## src/hdl/hws_pkg.sv

```systemverilog
// Shared types, register map and payload structs for the heartbeat watchdog supervisor.
package hws_pkg;

  localparam int unsigned CntW    = 16;
  localparam int unsigned BaseW   = 8;
  localparam int unsigned RetryW  = 4;
  localparam int unsigned HoldW   = 12;
  localparam int unsigned DataW   = 32;
  localparam int unsigned AddrW   = 4;

  localparam logic [CntW-1:0]   CntMax   = {CntW{1'b1}};
  localparam logic [RetryW-1:0] RetryMax = {RetryW{1'b1}};

  // Register indexes, taken from paddr[3:2].
  typedef enum logic [1:0] {
    REG_TIMEOUT = 2'd0,
    REG_CYCLE   = 2'd1,
    REG_BASE    = 2'd2,
    REG_LIMIT   = 2'd3
  } reg_idx_e;

  localparam logic [CntW-1:0]   TimeoutRst = 16'd60;
  localparam logic [CntW-1:0]   CycleRst   = 16'd28800;
  localparam logic [BaseW-1:0]  BaseRst    = 8'd15;
  localparam logic [RetryW-1:0] LimitRst   = 4'd9;

  typedef struct packed {
    logic [CntW-1:0]   timeout_seconds;
    logic [CntW-1:0]   cycle_seconds;
    logic [BaseW-1:0]  relay_base_seconds;
    logic [RetryW-1:0] retry_limit;
  } cfg_t;

  typedef struct packed {
    logic heartbeat_level;
    logic second_tick;
  } in_t;

  typedef struct packed {
    logic              relay_on;
    logic              nav_reset;
    logic              led_pulse;
    logic [RetryW-1:0] retry_count;
    logic [HoldW-1:0]  relay_seconds_left;
  } out_t;

endpackage

```

## src/hdl/hws_cfg.sv

```systemverilog
// APB-style configuration register file for the watchdog supervisor.
module hws_cfg (
  input  logic                        clk_i,
  input  logic                        rst_ni,
  input  logic                        psel,
  input  logic                        penable,
  input  logic                        pwrite,
  input  logic [hws_pkg::AddrW-1:0]   paddr,
  input  logic [hws_pkg::DataW-1:0]   pwdata,
  output logic [hws_pkg::DataW-1:0]   prdata,
  output logic                        pready,
  output hws_pkg::cfg_t               cfg_o
);
  import hws_pkg::*;

  cfg_t     cfg_q, cfg_d;
  reg_idx_e idx;
  logic     wr_en;

  assign pready = 1'b1;
  assign idx    = reg_idx_e'(paddr[3:2]);
  assign wr_en  = psel & penable & pwrite & pready;

  always_comb begin
    cfg_d = cfg_q;
    if (wr_en) begin
      unique case (idx)
        REG_TIMEOUT: cfg_d.timeout_seconds    = pwdata[CntW-1:0];
        REG_CYCLE:   cfg_d.cycle_seconds      = pwdata[CntW-1:0];
        REG_BASE:    cfg_d.relay_base_seconds = pwdata[BaseW-1:0];
        REG_LIMIT:   cfg_d.retry_limit        = pwdata[RetryW-1:0];
        default:     cfg_d = cfg_q;
      endcase
    end
  end

  always_comb begin
    unique case (idx)
      REG_TIMEOUT: prdata = {{(DataW-CntW){1'b0}}, cfg_q.timeout_seconds};
      REG_CYCLE:   prdata = {{(DataW-CntW){1'b0}}, cfg_q.cycle_seconds};
      REG_BASE:    prdata = {{(DataW-BaseW){1'b0}}, cfg_q.relay_base_seconds};
      REG_LIMIT:   prdata = {{(DataW-RetryW){1'b0}}, cfg_q.retry_limit};
      default:     prdata = '0;
    endcase
  end

  always_ff @(posedge clk_i or negedge rst_ni) begin
    if (!rst_ni) begin
      cfg_q.timeout_seconds    <= TimeoutRst;
      cfg_q.cycle_seconds      <= CycleRst;
      cfg_q.relay_base_seconds <= BaseRst;
      cfg_q.retry_limit        <= LimitRst;
    end else begin
      cfg_q <= cfg_d;
    end
  end

  assign cfg_o = cfg_q;

endmodule

```

## src/hdl/hws_core.sv

```systemverilog
// Supervisor state and its combinational update for one sample, registered when step_i is high.
module hws_core (
  input  logic          clk_i,
  input  logic          rst_ni,
  input  logic          step_i,
  input  hws_pkg::in_t  item_i,
  input  hws_pkg::cfg_t cfg_i,
  output hws_pkg::out_t result_o
);
  import hws_pkg::*;

  logic              last_q, last_d;
  logic [CntW-1:0]   since_beat_q, since_beat_d;
  logic [CntW-1:0]   since_cycle_q, since_cycle_d;
  logic [RetryW-1:0] retries_q, retries_d;
  logic [HoldW-1:0]  relay_left_q, relay_left_d;
  logic              periodic_q, periodic_d;
  logic              nav, led;
  logic [HoldW-1:0]  esc_len;

  assign esc_len = HoldW'(cfg_i.relay_base_seconds) * HoldW'(retries_q);

  always_comb begin
    last_d        = last_q;
    since_beat_d  = since_beat_q;
    since_cycle_d = since_cycle_q;
    retries_d     = retries_q;
    relay_left_d  = relay_left_q;
    periodic_d    = periodic_q;
    nav           = 1'b0;
    led           = 1'b0;

    if (item_i.second_tick) begin
      if (since_beat_d != CntMax)  since_beat_d  = since_beat_d + 1'b1;
      if (since_cycle_d != CntMax) since_cycle_d = since_cycle_d + 1'b1;
    end

    if (relay_left_q != '0) begin
      // Hold in progress: count down, finish with a reset pulse.
      if (item_i.second_tick) begin
        relay_left_d = relay_left_q - 1'b1;
        if (relay_left_d == '0) begin
          nav          = 1'b1;
          led          = 1'b1;
          since_beat_d = '0;
          if (periodic_q) since_cycle_d = '0;
          else if (retries_d != RetryMax) retries_d = retries_d + 1'b1;
          periodic_d = 1'b0;
        end
      end
    end else begin
      if (item_i.heartbeat_level != last_q) begin
        retries_d    = '0;
        since_beat_d = '0;
        led          = 1'b1;
      end
      last_d = item_i.heartbeat_level;

      if (since_beat_d > cfg_i.timeout_seconds) begin
        if (retries_d != '0 && retries_d < cfg_i.retry_limit && esc_len != '0) begin
          // Escalate: hold the relay off first.
          relay_left_d = esc_len;
          periodic_d   = 1'b0;
        end else begin
          // Bare reset, or an escalation hold of zero length.
          nav          = 1'b1;
          led          = 1'b1;
          since_beat_d = '0;
          periodic_d   = 1'b0;
          if (retries_d != RetryMax) retries_d = retries_d + 1'b1;
        end
      end
    end

    if (relay_left_d == '0 && since_cycle_d > cfg_i.cycle_seconds) begin
      if (cfg_i.relay_base_seconds != '0) begin
        relay_left_d = HoldW'(cfg_i.relay_base_seconds);
        periodic_d   = 1'b1;
      end else begin
        nav           = 1'b1;
        led           = 1'b1;
        since_beat_d  = '0;
        since_cycle_d = '0;
        periodic_d    = 1'b0;
      end
    end
  end

  always_ff @(posedge clk_i or negedge rst_ni) begin
    if (!rst_ni) begin
      last_q        <= 1'b0;
      since_beat_q  <= '0;
      since_cycle_q <= '0;
      retries_q     <= '0;
      relay_left_q  <= '0;
      periodic_q    <= 1'b0;
    end else if (step_i) begin
      last_q        <= last_d;
      since_beat_q  <= since_beat_d;
      since_cycle_q <= since_cycle_d;
      retries_q     <= retries_d;
      relay_left_q  <= relay_left_d;
      periodic_q    <= periodic_d;
    end
  end

  assign result_o.relay_on           = (relay_left_d != '0);
  assign result_o.nav_reset          = nav;
  assign result_o.led_pulse          = led;
  assign result_o.retry_count        = retries_d;
  assign result_o.relay_seconds_left = relay_left_d;

endmodule

```

## src/hdl/heartbeat_watchdog_supervisor_top.sv

```systemverilog
// Top level of the heartbeat watchdog supervisor: input register, core, result register.
//
//   channel  direction  handshake                payload
//   in       sink       in_valid_i / in_stall_o  hws_pkg::in_t  (heartbeat_level, second_tick)
//   out      source     out_valid_o / out_stall_i hws_pkg::out_t (relay, reset, led, counts)
//   cfg      APB slave  psel/penable/pready      4 registers at byte address 4*i
//
// One transfer in gives one transfer out; a new sample is taken every cycle while in_stall_o is low.
// A sample passes through the input register, then the state update into the result register.
// Reset returns all counters to zero and the registers to their defaults; no clearing pass.
// A stall on the output holds the result register and, once the input register is
// also full, raises in_stall_o in the same cycle.
module heartbeat_watchdog_supervisor_top (
  input  logic                        clk_i,
  input  logic                        rst_ni,
  input  logic                        in_valid_i,
  output logic                        in_stall_o,
  input  hws_pkg::in_t                in_data_i,
  output logic                        out_valid_o,
  input  logic                        out_stall_i,
  output hws_pkg::out_t               out_data_o,
  input  logic                        psel,
  input  logic                        penable,
  input  logic                        pwrite,
  input  logic [hws_pkg::AddrW-1:0]   paddr,
  input  logic [hws_pkg::DataW-1:0]   pwdata,
  output logic [hws_pkg::DataW-1:0]   prdata,
  output logic                        pready
);
  import hws_pkg::*;

  cfg_t cfg;
  in_t  in_data_q;
  logic in_valid_q;
  out_t out_data_q, core_res;
  logic out_valid_q;
  logic advance, in_take;

  hws_cfg u_cfg (
    .clk_i   (clk_i),
    .rst_ni  (rst_ni),
    .psel    (psel),
    .penable (penable),
    .pwrite  (pwrite),
    .paddr   (paddr),
    .pwdata  (pwdata),
    .prdata  (prdata),
    .pready  (pready),
    .cfg_o   (cfg)
  );

  // Move the held sample through the core when the result slot frees up.
  assign advance    = in_valid_q & (~out_valid_q | ~out_stall_i);
  assign in_stall_o = in_valid_q & out_valid_q & out_stall_i;
  assign in_take    = in_valid_i & ~in_stall_o;

  hws_core u_core (
    .clk_i    (clk_i),
    .rst_ni   (rst_ni),
    .step_i   (advance),
    .item_i   (in_data_q),
    .cfg_i    (cfg),
    .result_o (core_res)
  );

  always_ff @(posedge clk_i or negedge rst_ni) begin
    if (!rst_ni) begin
      in_valid_q  <= 1'b0;
      out_valid_q <= 1'b0;
    end else begin
      if (in_take)      in_valid_q <= 1'b1;
      else if (advance) in_valid_q <= 1'b0;
      if (advance)           out_valid_q <= 1'b1;
      else if (!out_stall_i) out_valid_q <= 1'b0;
    end
  end

  always_ff @(posedge clk_i) begin
    if (in_take) in_data_q  <= in_data_i;
    if (advance) out_data_q <= core_res;
  end

  assign out_valid_o = out_valid_q;
  assign out_data_o  = out_data_q;

  a_relay_flag : assert property (@(posedge clk_i) disable iff (!rst_ni)
    out_valid_o |-> (out_data_o.relay_on == (out_data_o.relay_seconds_left != '0)))
    else $error("relay_on disagrees with remaining hold");

  a_reset_blinks : assert property (@(posedge clk_i) disable iff (!rst_ni)
    (out_valid_o && out_data_o.nav_reset) |-> out_data_o.led_pulse)
    else $error("reset pulse without led pulse");

  a_hold_counts_down : assert property (@(posedge clk_i) disable iff (!rst_ni)
    (advance && in_data_q.second_tick && out_valid_q && out_data_q.relay_seconds_left > 12'd1)
      |=> (out_data_o.relay_seconds_left == $past(out_data_q.relay_seconds_left) - 12'd1))
    else $error("relay hold did not count down");

endmodule
```

## config.mk

```make
export PLATFORM = sky130hd
export DESIGN_NAME = heartbeat_watchdog_supervisor_top
export DESIGN_NICKNAME = d
export VERILOG_FILES = /design/src/hdl/hws_pkg.sv /design/src/hdl/hws_cfg.sv /design/src/hdl/hws_core.sv /design/src/hdl/heartbeat_watchdog_supervisor_top.sv
export SDC_FILE = /design/constraint.sdc
export NUM_CORES = 1
export LEC_CHECK = 0
export ABC_AREA = 1
export BUFFER_PORTS_ARGS = -buffer_cell sky130_fd_sc_hd__buf_4
export CAP_MARGIN = 20
export CORE_MARGIN = 4
export CORE_UTILIZATION = 50
export CTS_CLUSTER_SIZE = 40
export DETAILED_ROUTE_END_ITERATION = 7
export HOLD_SLACK_MARGIN = 0.15
export PLACE_DENSITY = 0.78
export SYNTH_ARGS = -nofsm -noshare
export SYNTH_HDL_FRONTEND = slang
export SYNTH_HIERARCHICAL = 1
export SYNTH_SLANG_ARGS = --single-unit
```

## constraint.sdc

```tcl
create_clock -name clk_i -period 11.2 [get_ports clk_i]
set_clock_uncertainty 0.2 [all_clocks]
set_input_delay 2.24 -clock clk_i [delete_from_list [all_inputs] [get_ports clk_i]]
set_output_delay 2.24 -clock clk_i [all_outputs]
set_load 0.02 [all_outputs]
```

# [Yosys cells after proc, flatten, opt, wreduce, memory -nomap -nowiden]
# Index checks and enable logic that the tools add are counted.
[op_classes] eq_ne=11 magnitude_cmp=3 multipliers=1 n_reduce_logical=19 bitwise=11 n_addsub=5 n_mux=59
[op_table] operator="$mux 16" count=19
[op_table] operator="$pmux 32 s4" count=1
[op_table] operator="$mux 12" count=6
[op_table] operator="$mux 4" count=10
[op_table] operator="$reduce_bool 12->1" count=3
[op_table] operator="$add 16x1->16 const B" count=2
[op_table] operator="$gt 16x16->1" count=2
[op_table] operator="$ne 16x16->1 const B" count=2
[op_table] operator="$logic_not 12->1" count=2
[op_table] operator="$mux 1" count=23
[op_table] operator="$mul 8x4->12" count=1
[op_table] operator="$sub 12x1->12 const B" count=1
[op_table] operator="$reduce_and 2->1" count=5
[op_table] operator="$add 4x1->4 const B" count=2
[op_table] operator="$ne 4x4->1 const B" count=2
[op_table] operator="$reduce_bool 8->1" count=1
[op_table] operator="$and 1x1->1" count=6
[op_table] operator="$ne 3x3->1 const B" count=2
[op_table] operator="$eq 2x2->1 const B" count=2
[op_table] operator="$lt 4x4->1" count=1
[op_table] operator="$not 1->1" count=4
[op_table] operator="$reduce_and 4->1" count=1
[op_table] operator="$reduce_bool 4->1" count=1
[op_table] operator="$logic_and 1x1->1" count=3
[op_table] operator="7 further kinds" count=7
[word_totals] wordCells=128 reg_bits=117 out_inout_bits=54 in_bits=45

# [Longest topological paths before layout]
# Gate-level depths: netlist (run 1).
[logic_depth] ltp_word=13 ltp_mapped=35 ltp_nobuf=33

# [Modules after synthesis]
# Netlist (run 1), hierarchy kept.
[by_module_without_submodules] mod="hws_core" cells_each=964 area_each_um2=6293.5 seq_area_each_um2=1251.2 instances=1
[by_module_without_submodules] mod="hws_cfg" cells_each=285 area_each_um2=2224.6 seq_area_each_um2=1118.6 instances=1
[by_module_without_submodules] mod="heartbeat_watchdog_supervisor_top" cells_each=33 area_each_um2=725.7 seq_area_each_um2=680.7 instances=1

# [Worst setup path after synthesis (run 1)]
# No wires, ideal clock.
[synth_path] path_type="input -> output" from="input port paddr[2] (netlist name)" to="output port prdata[1] (netlist name)" required_ns=8.760 t_arrival_ns=2.925 cell_stages=5 setup_slack_ns=5.835 path_buffers=2 path_cell_list="buf_6 nor2_4 buf_4 nand2_1 nand4_1"
[synth_via] elab_chain_cells=2 word_cells_on_any_way=5 cone_classes="3 x eq/ne; 1 x mux; 1 x reduce/logical"
[synth_rtl] element="start: declaration" line_no="heartbeat_watchdog_supervisor_top.sv:25" text="input logic [hws_pkg::AddrW-1:0] paddr,"
[synth_rtl] element="$eq 2x2->1, or another cell as far along" line_no="hws_cfg.sv:38" text="unique case (idx)"
[synth_rtl] element="$pmux 32 s4 (*)" line_no="hws_cfg.sv:38"
[synth_rtl] element="end: declaration" line_no="heartbeat_watchdog_supervisor_top.sv:27" text="output logic [hws_pkg::DataW-1:0] prdata,"
# Every way passes the cells marked *; elsewhere a longest branch is shown, timed or not. The select of a mux whose other input is x is not followed.

# [Worst setup path after layout (run 1)]
[layout_path] from="register u_core.relay_left_q[0]" to="register u_core.since_cycle_q[7]"
[layout_via] elab_chain_cells=8 word_cells_on_any_way=15 cone_classes="1 x add/sub; 1 x order compare; 9 x mux; 4 x reduce/logical"
[layout_rtl] element="start: declaration" line_no="hws_core.sv:16" text="logic [HoldW-1:0] relay_left_q, relay_left_d;"
[layout_rtl] element="start signal: assignment" line_no="hws_core.sv:102" text="relay_left_q <= relay_left_d;"
[layout_rtl] element="$sub 12x1->12" line_no="hws_core.sv:41" text="relay_left_d = relay_left_q - 1'b1;"
[layout_rtl] element="$logic_not 12->1" line_no="hws_core.sv:42" text="if (relay_left_d == '0) begin"
[layout_rtl] element="$mux 16" line_no="hws_core.sv:42"
[layout_rtl] element="$mux 16" line_no="hws_core.sv:40" text="if (item_i.second_tick) begin"
[layout_rtl] element="$mux 16" line_no="hws_core.sv:38" text="if (relay_left_q != '0) begin"
[layout_rtl] element="$gt 16x16->1" line_no="hws_core.sv:75" text="if (relay_left_d == '0 && since_cycle_d > cfg_i.cycle_seconds) begin"
[layout_rtl] element="$logic_and 1x1->1" line_no="hws_core.sv:75"
[layout_rtl] element="$mux 16 (*)" line_no="hws_core.sv:75"
[layout_rtl] element="end signal: assignment" line_no="hws_core.sv:100" text="since_cycle_q <= since_cycle_d;"
[layout_rtl] element="end: declaration" line_no="hws_core.sv:14" text="logic [CntW-1:0] since_cycle_q, since_cycle_d;"
# Every way passes the cells marked *; elsewhere a longest branch is shown, timed or not.
# A chain may end at the register's enable or synchronous reset.

==> metrics.csv, run 1 <==
metric;value;unit
outcome;complete, no violations;
die_area;0.0207;sq mm
critPathKind;reg2reg;
vdd_drop_max;0.000128;V
instances_no_fill;1570;
cts_tree;done;
clk_latency;420;ps
antenna_found_initial;0;
max_freq;165;MHz
cp_max_fo;18;
totalWireLength;23900;um
cp_slowest_cell;nor2_1;
postCtsResizedCells;0;
ant_nets;0;
grt_start_max_net_pins;63;
period_share;54.2;%
syn_to_final_growth;11.8;%
tightest_slew;930;ps
synth_warnings;6;
worst-path-buf-inv;2;
synth_area_leaders;dfrtp_1, nand2_1, ha_1, inv_1, edfxtp_1;
finalSetupViolCount;0;
crit_path_cell_trace;inv_1 -> ha_1 -> nand2_1 -> nor2_1 -> nand2_1 -> xor2_1 -> nand3_1 -> nor4_1 -> nand2_1 -> nor2_1 -> nor2_1 -> ha_1 -> nand2_1 -> nor4_1 -> nand2_1 -> a21boi_0 -> nand3_1 -> nor2_1 -> nand3_1 -> nor2_2 -> nand2_2 -> nand2_4 -> inv_4 -> a22o_1;
maxSlewViolCount;0;
cp_common_cell;nand2_1;
power.switching;0.932;mW
seqPwrFrac;31.4;%
setup_tns;0;ps
p_comb_share;42.5;%
hp-class;reg2reg;
die_x;144;um
numCtsBuffers;17;
dpl_cell_area;0.00974;sq mm
ctsHoldBuffers;0;
critPathTopFamily;simple AND/OR/NAND/NOR gates;
layout.cells.most_common_list;nand2_1, inv_1, nor2_1;
grt_util_all_layers;23.8;%
final.fill_count;1644;
cts_max_level;4;
pwr-share-clk;26.1;%
regArea;0.00305;sq mm
cts-root-buf;clkbuf_16;
cts.reportedPaths.clkPinSlew;60;ps
cts.sinks;117;
fin_util;57.1;%
worstPathArrival;6180;ps
syn_area;0.00924;sq mm
io_buffers;63;
dp_slack;5250;ps
die_y;144;um
drc;0;
yosysSeqAreaShare;33.0;%
first_iter_violations;656;
grt_pass1_wl;39500;um
mostFrequentLayoutCell;nand2_1;
finalCriticalPeriod;6070;ps
cellLeakagePower;5.21;nW
p_total;2.11;mW
slew-limit-headroom;37.9;%
cp-end-kind;flip-flop;
yosys.area.top_type;dfrtp_1;
nNetsFinal;1444;
drive_gt1_share;14.3;%
wl_per_cell;15.2;um
synth-seq-cells;117;
antenna_cells;0;
hpwl;17700;um
worst_slack;5130;ps
fin_area;0.0103;sq mm
synth_top_area_share;22.2;%
cts_setup_buffers;0;
clockBufferDepth;2;
start_util;51.1;%
vias_per_cell;5.42;
syn_area_per_cell;7.21;sq um
place_congestion;0.941;
setup.worst_path.start_class;flip-flop;
floorplan.rows;49;
vias;8506;
ys_types;58;
dp_cells;1538;
hold_viol_final;0;
drv_cap;0;
drtPass1Iterations;7;
swShare;44.1;%
grt_overflow;0;
core;0.0181;sq mm
multi_input_area;0.00520;sq mm
slowest_delay;710;ps
power_density;205;mW/mm^2
grt_pass1_vias;8058;
internal_power;1.18;mW
required;11300;ps
postSynthCellCount;1282;
rsz0062_at_grt;no;
ios;99;
fin_hold_ws;278;ps
[worst reg2reg max path: cells and delay by family (launching register included)]
kind / cells / cell delay [ps]
adders and majority gates: 2 / 600
AOI/OAI and AO/OA: 2 / 450
DFF: 1 / 430
and+or+nand+nor: 17 / 3770
xor gates and xnor gates: 1 / 220
buffers and inverters: 2 / 300
[routing by layer]
metal	share of wire, %	wire length (um)	global-route usage (%)
met2	46	10900	37.9
met5	0	0	0
met4	1.5	359	6.05
met3	7.8	1860	4.07
met1	45	10800	34.0
[sequential cells by signal, summed over array words and instances (netlist names)]
signal                flops
u_cfg/cfg_o              44
out_data_o               19
u_core/since_beat_q      16
u_core/since_cycle_q     16
u_core/relay_left_q      12
u_core/retries_q          4
in_data_q                 2
in_valid_q                1
out_valid_o               1
u_core/last_q             1
u_core/periodic_q         1
[Yosys cell counts (all sizes together)]
library cell / instances
a21oi: 54
o22ai: 7
xor2: 26
o221ai: 3
conb: 2
nor2: 106
nor3: 18
nand4: 27
a211oi: 2
nand3: 71
and3: 1
nand3b: 2
dfrtp: 82
a22o: 2
nand2: 417
a21boi: 3
edfxtp: 21
o21bai: 7
ha: 59
a21o: 2
o211ai: 3
xnor2: 4
nor4: 13
inv: 188
clkinv: 1
o21a: 2
fa: 12
clkbuf: 17
o21ai: 75
or2: 2
dfstp: 14
or4: 2
buf: 36
o31ai: 1
[final timing paths]
| kind | depth (start not counted) | slack [ps] | endpoint | from |
|---|---|---|---|---|
| max | 24 | 5130 | u_core/since_cycle_q[7] | u_core/relay_left_q[0] |
| min reg2reg | 2 | 280 | u_cfg/cfg_o[24] | u_cfg/cfg_o[24] |
| min | 2 | 280 | u_cfg/cfg_o[24] | u_cfg/cfg_o[24] |
| max reg2reg | 24 | 5130 | u_core/since_cycle_q[7] | u_core/relay_left_q[0] |
| min in group asynchronous | 1 | 1640 | out_valid_o | rst_ni |
| max in group asynchronous | 2 | 8040 | u_cfg/cfg_o[34] | rst_ni |
[final cells by class]
| type | count | share of cell area (%) |
|---|---|---|
| inverters | 189 | 6.89 |
| clock buffers | 17 | 4.12 |
| clock inverters | 15 | 1.61 |
| flip-flops and latches | 117 | 29.5 |
| repair buffers | 65 | 4.72 |
| multi-input cells | 938 | 50.4 |
| well taps | 229 | 2.77 |
[power groups by stage]
stage	combinational (mW)	sequential (mW)	clock, mW
2_1_floorplan	0.669	0.640	0
3_3_place_gp	0.858	0.664	0
3_5_place_dp	0.882	0.666	0
4_1_cts	0.888	0.661	0.561
5_1_grt	1.01	0.678	0.581
6_report	0.898	0.664	0.553
[cell families after synthesis]
logic type               count (synthesis)  share of synthesized area, %
AO/OA/AOI/OAI                          161                          10.1
XOR/XNOR                                30                          2.84
adder cells (fa/ha/maj)                 71                          10.6
buffers and inverters                  242                          11.4
flip-flops                             117                          33.0
other                                    2                        0.0812
AND/OR/NAND/NOR                        659                          32.0
Note: power is estimated with default switching activity, not from simulation.
==> run 2, diff against run 1 <==
ABC_AREA = 0   (was 1)
clock period = 6.2 ns   (was 11.2 ns; I/O delays follow)
==> run 2 against run 1 <==
Utilization is 0.83 points higher. Sequential share of layout area shrank 0.42 points. Via count down 7.4%. Synthesized cell count decreased by 20%. Die area up 0.37%. Final area rose by 1.5%. Non-clock buffer count is 23 higher. Highest routed layer unchanged.
==> metrics.csv, run 2 <==
metric;value;unit;change
outcome;complete, no violations;;
cp-end-kind;flip-flop;;
cts_setup_buffers;0;;unchanged
cts.sinks;117;;unchanged
async_flop_share;82.1;%;unchanged
vias_per_cell;5.98;;+10%
synth_top_area_share;22.1;%;-0.087 points
ant_nets;0;;unchanged
die_x;144;um;+0.18%
grt_pass1_vias;7580;;-5.9%
wl_per_cell;18.1;um;+19%
syn_area;0.00928;sq mm;+0.39%
grt_util_all_layers;23.3;%;-0.55 points
drv_cap;0;;unchanged
ctsHoldBuffers;0;;unchanged
core;0.0181;sq mm;unchanged
mostFrequentLayoutCell;nand2_1;;
rr_worst_depth;17;;-29%
grt_pass1_wl;38400;um;-2.8%
maxSlewViolCount;0;;unchanged
max_freq;172;MHz;+4.4%
min_from;in_valid_q;;
cts_max_level;4;;unchanged
setup_tns;0;ps;unchanged
synth_adder_area_share;10.5;%;-0.041 points
hp-class;reg2reg;;
rsz0062_at_grt;no;;
synth_edf_count;21;;unchanged
synth-seq-cells;117;;unchanged
tightest_slew;1040;ps;+110 ps
synth_top_family_by_area;simple AND/OR/NAND/NOR gates;;
start_util;51.3;%;+0.20 points
clockBufferDepth;2;;unchanged
required;6280;ps;-5020 ps
totalWireLength;23800;um;-0.16%
finalCriticalPeriod;5820;ps;-257 ps
grt_overflow;0;;unchanged
syn_to_final_growth;13.0;%;
period_share;93.8;%;+40 points
antenna_cells;0;;unchanged
setup.worst_path.start_class;flip-flop;;
io_buffers;63;;unchanged
critPathKind;reg2reg;;
r2r_start;u_core/retries_q[3];;
ys.flop_type;dfrtp_1;;
nNetsFinal;1192;;-17%
synthMuxAreaShare;10.8;%;+11 points
synth_compound_area_share;14.7;%;+4.6 points
die_area;0.0208;sq mm;+0.37%
fin_util;58.0;%;+0.83 points
layout.cells.most_common_list;nand2_1, inv_1, buf_4;;
fin_hold_ws;313;ps;+35.4 ps
syn_area_per_cell;9.07;sq um;+26%
slew-limit-headroom;30.7;%;-7.3 points
synth_xor_area_share;2.55;%;-0.29 points
power_density;389;mW/mm^2;+90%
antenna_found_initial;0;;unchanged
vdd_drop_max;0.000302;V;+140%
yosysSeqAreaShare;32.9;%;-0.13 points
hpwl;17600;um;-0.54%
drc;0;;unchanged
yosys.area.top_type;dfrtp_1;;
die_y;144;um;+0.18%
worstSetupStartpoint;u_core/retries_q[3];;
dp_cells;1286;;-16%
worstPathArrival;5900;ps;-280 ps
synthTopCellsByCount;nand2_1, inv_1, dfrtp_1;;
largest_register_ffs;44;;unchanged
cellLeakagePower;4.89;nW;-6.3%
drive_gt1_share;21.1;%;+6.8 points
ios;99;;unchanged
final.fill_count;1552;;-5.6%
synth_warnings;6;;unchanged
cts.reportedPaths.clkPinSlew;60;ps;about the same
first_iter_violations;675;;+2.9%
grt_start_max_net_pins;56;;-11%
hold_depth;1;;-1
p_total;4.07;mW;+93%
cp_max_fo;25;;+7
cts-root-buf;clkbuf_16;;
place_congestion;0.924;;-1.9%
finalSetupViolCount;0;;unchanged
hold_viol_final;0;;unchanged
numCtsBuffers;17;;unchanged
synth_area_leaders;dfrtp_1, ha_1, edfxtp_1, mux2_2, nand2_1;;
drtPass1Iterations;5;;-2
synth_most_common_cell;nand2_1;;
instances_no_fill;1318;;-16%
postCtsResizedCells;0;;unchanged
cts_tree;done;;
vias;7877;;-7.4%
postSynthCellCount;1023;;-20%
clk_latency;420;ps;about the same
synthSimpleGateAreaFrac;20.0;%;-12 points
floorplan.rows;49;;unchanged
ys_types;84;;+45%
## run 2: changes by cell type after synthesis, moves of 21 or more
cell | before | now
mux2i_1 | 0 | 21
nand2_1 | 393 | 109
o21ai_0 | 61 | 27
inv_1 | 173 | 99
mux2_2 | 0 | 49
nand3_1 | 64 | 35
## run 2: final cells by class
type,count,area (sq um),share of cell area (%)
Inverter,99,372,3.54
Timing Repair Buffer,88,673,6.42
Sequential cell,117,3050,29.1
Tap cell,229,287,2.73
Clock buffer,17,425,4.06
Multi-Input combinational cell,753,5510,52.5
Clock inverter,15,168,1.60
## run 2: kinds of logic after synthesis
group	after synthesis
simple gates	361
xor+xnor	27
flops	117
fa+ha+maj	71
other cells	2
mux	84
buf+inv	168
compound gates	193
## run 2: report_power, final
| group | internal, mW | switching (mW) | leakage (nW) | total [mW] |
|---|---|---|---|---|
| Combinational | 0.768 | 1.04 | 3.30 | 1.81 |
| Clock | 0.601 | 0.395 | 0.291 | 0.997 |
| Sequential | 1.01 | 0.258 | 1.29 | 1.27 |
| Total | 2.38 | 1.70 | 4.89 | 4.07 |
## run 2: path summary, 6_finish.rpt
path | end | slack [ps]
min in group asynchronous | u_core/retries_q[0] | 690
min | out_valid_o | 310
max | u_core/since_beat_q[13] | 380
min reg2reg | out_valid_o | 310
max in group asynchronous | u_core/since_beat_q[15] | 4050
max reg2reg | u_core/since_beat_q[13] | 380
## run 2: worst max-delay path, stage by stage (launching register included)
cell and delay (ps):
dfrtp_1 650, nand2_1 160, fa_1 530, fa_1 540
inv_1 40, ha_1 410, a21oi_1 330, nand3_1 110
o21ai_0 480, a2bb2oi_1 310, nor4b_1 350, buf_4 200
a211oi_1 70, a221o_1 310, or4_4 550, buf_12 190
nand2_1 130, a211oi_1 100
## run 2: routing by layer
metal	global-route usage (%)	part of all wire, %	vias to the layer above
met1	29.6	43	3822
met2	39.2	49	276
met4	8.79	2.9	0
li1	-	-	3736
met5	0	0	-
met3	4.86	5.3	43
## run 2: through the flow
stage / setup slack (ps) / instance area [sq um]
detailed placement: 494 / 9890
global route: 5.49 / 10500
finish: 383 / 10500
CTS: 485 / 10500
global placement: 573 / 9890
floorplan: 978 / 9340
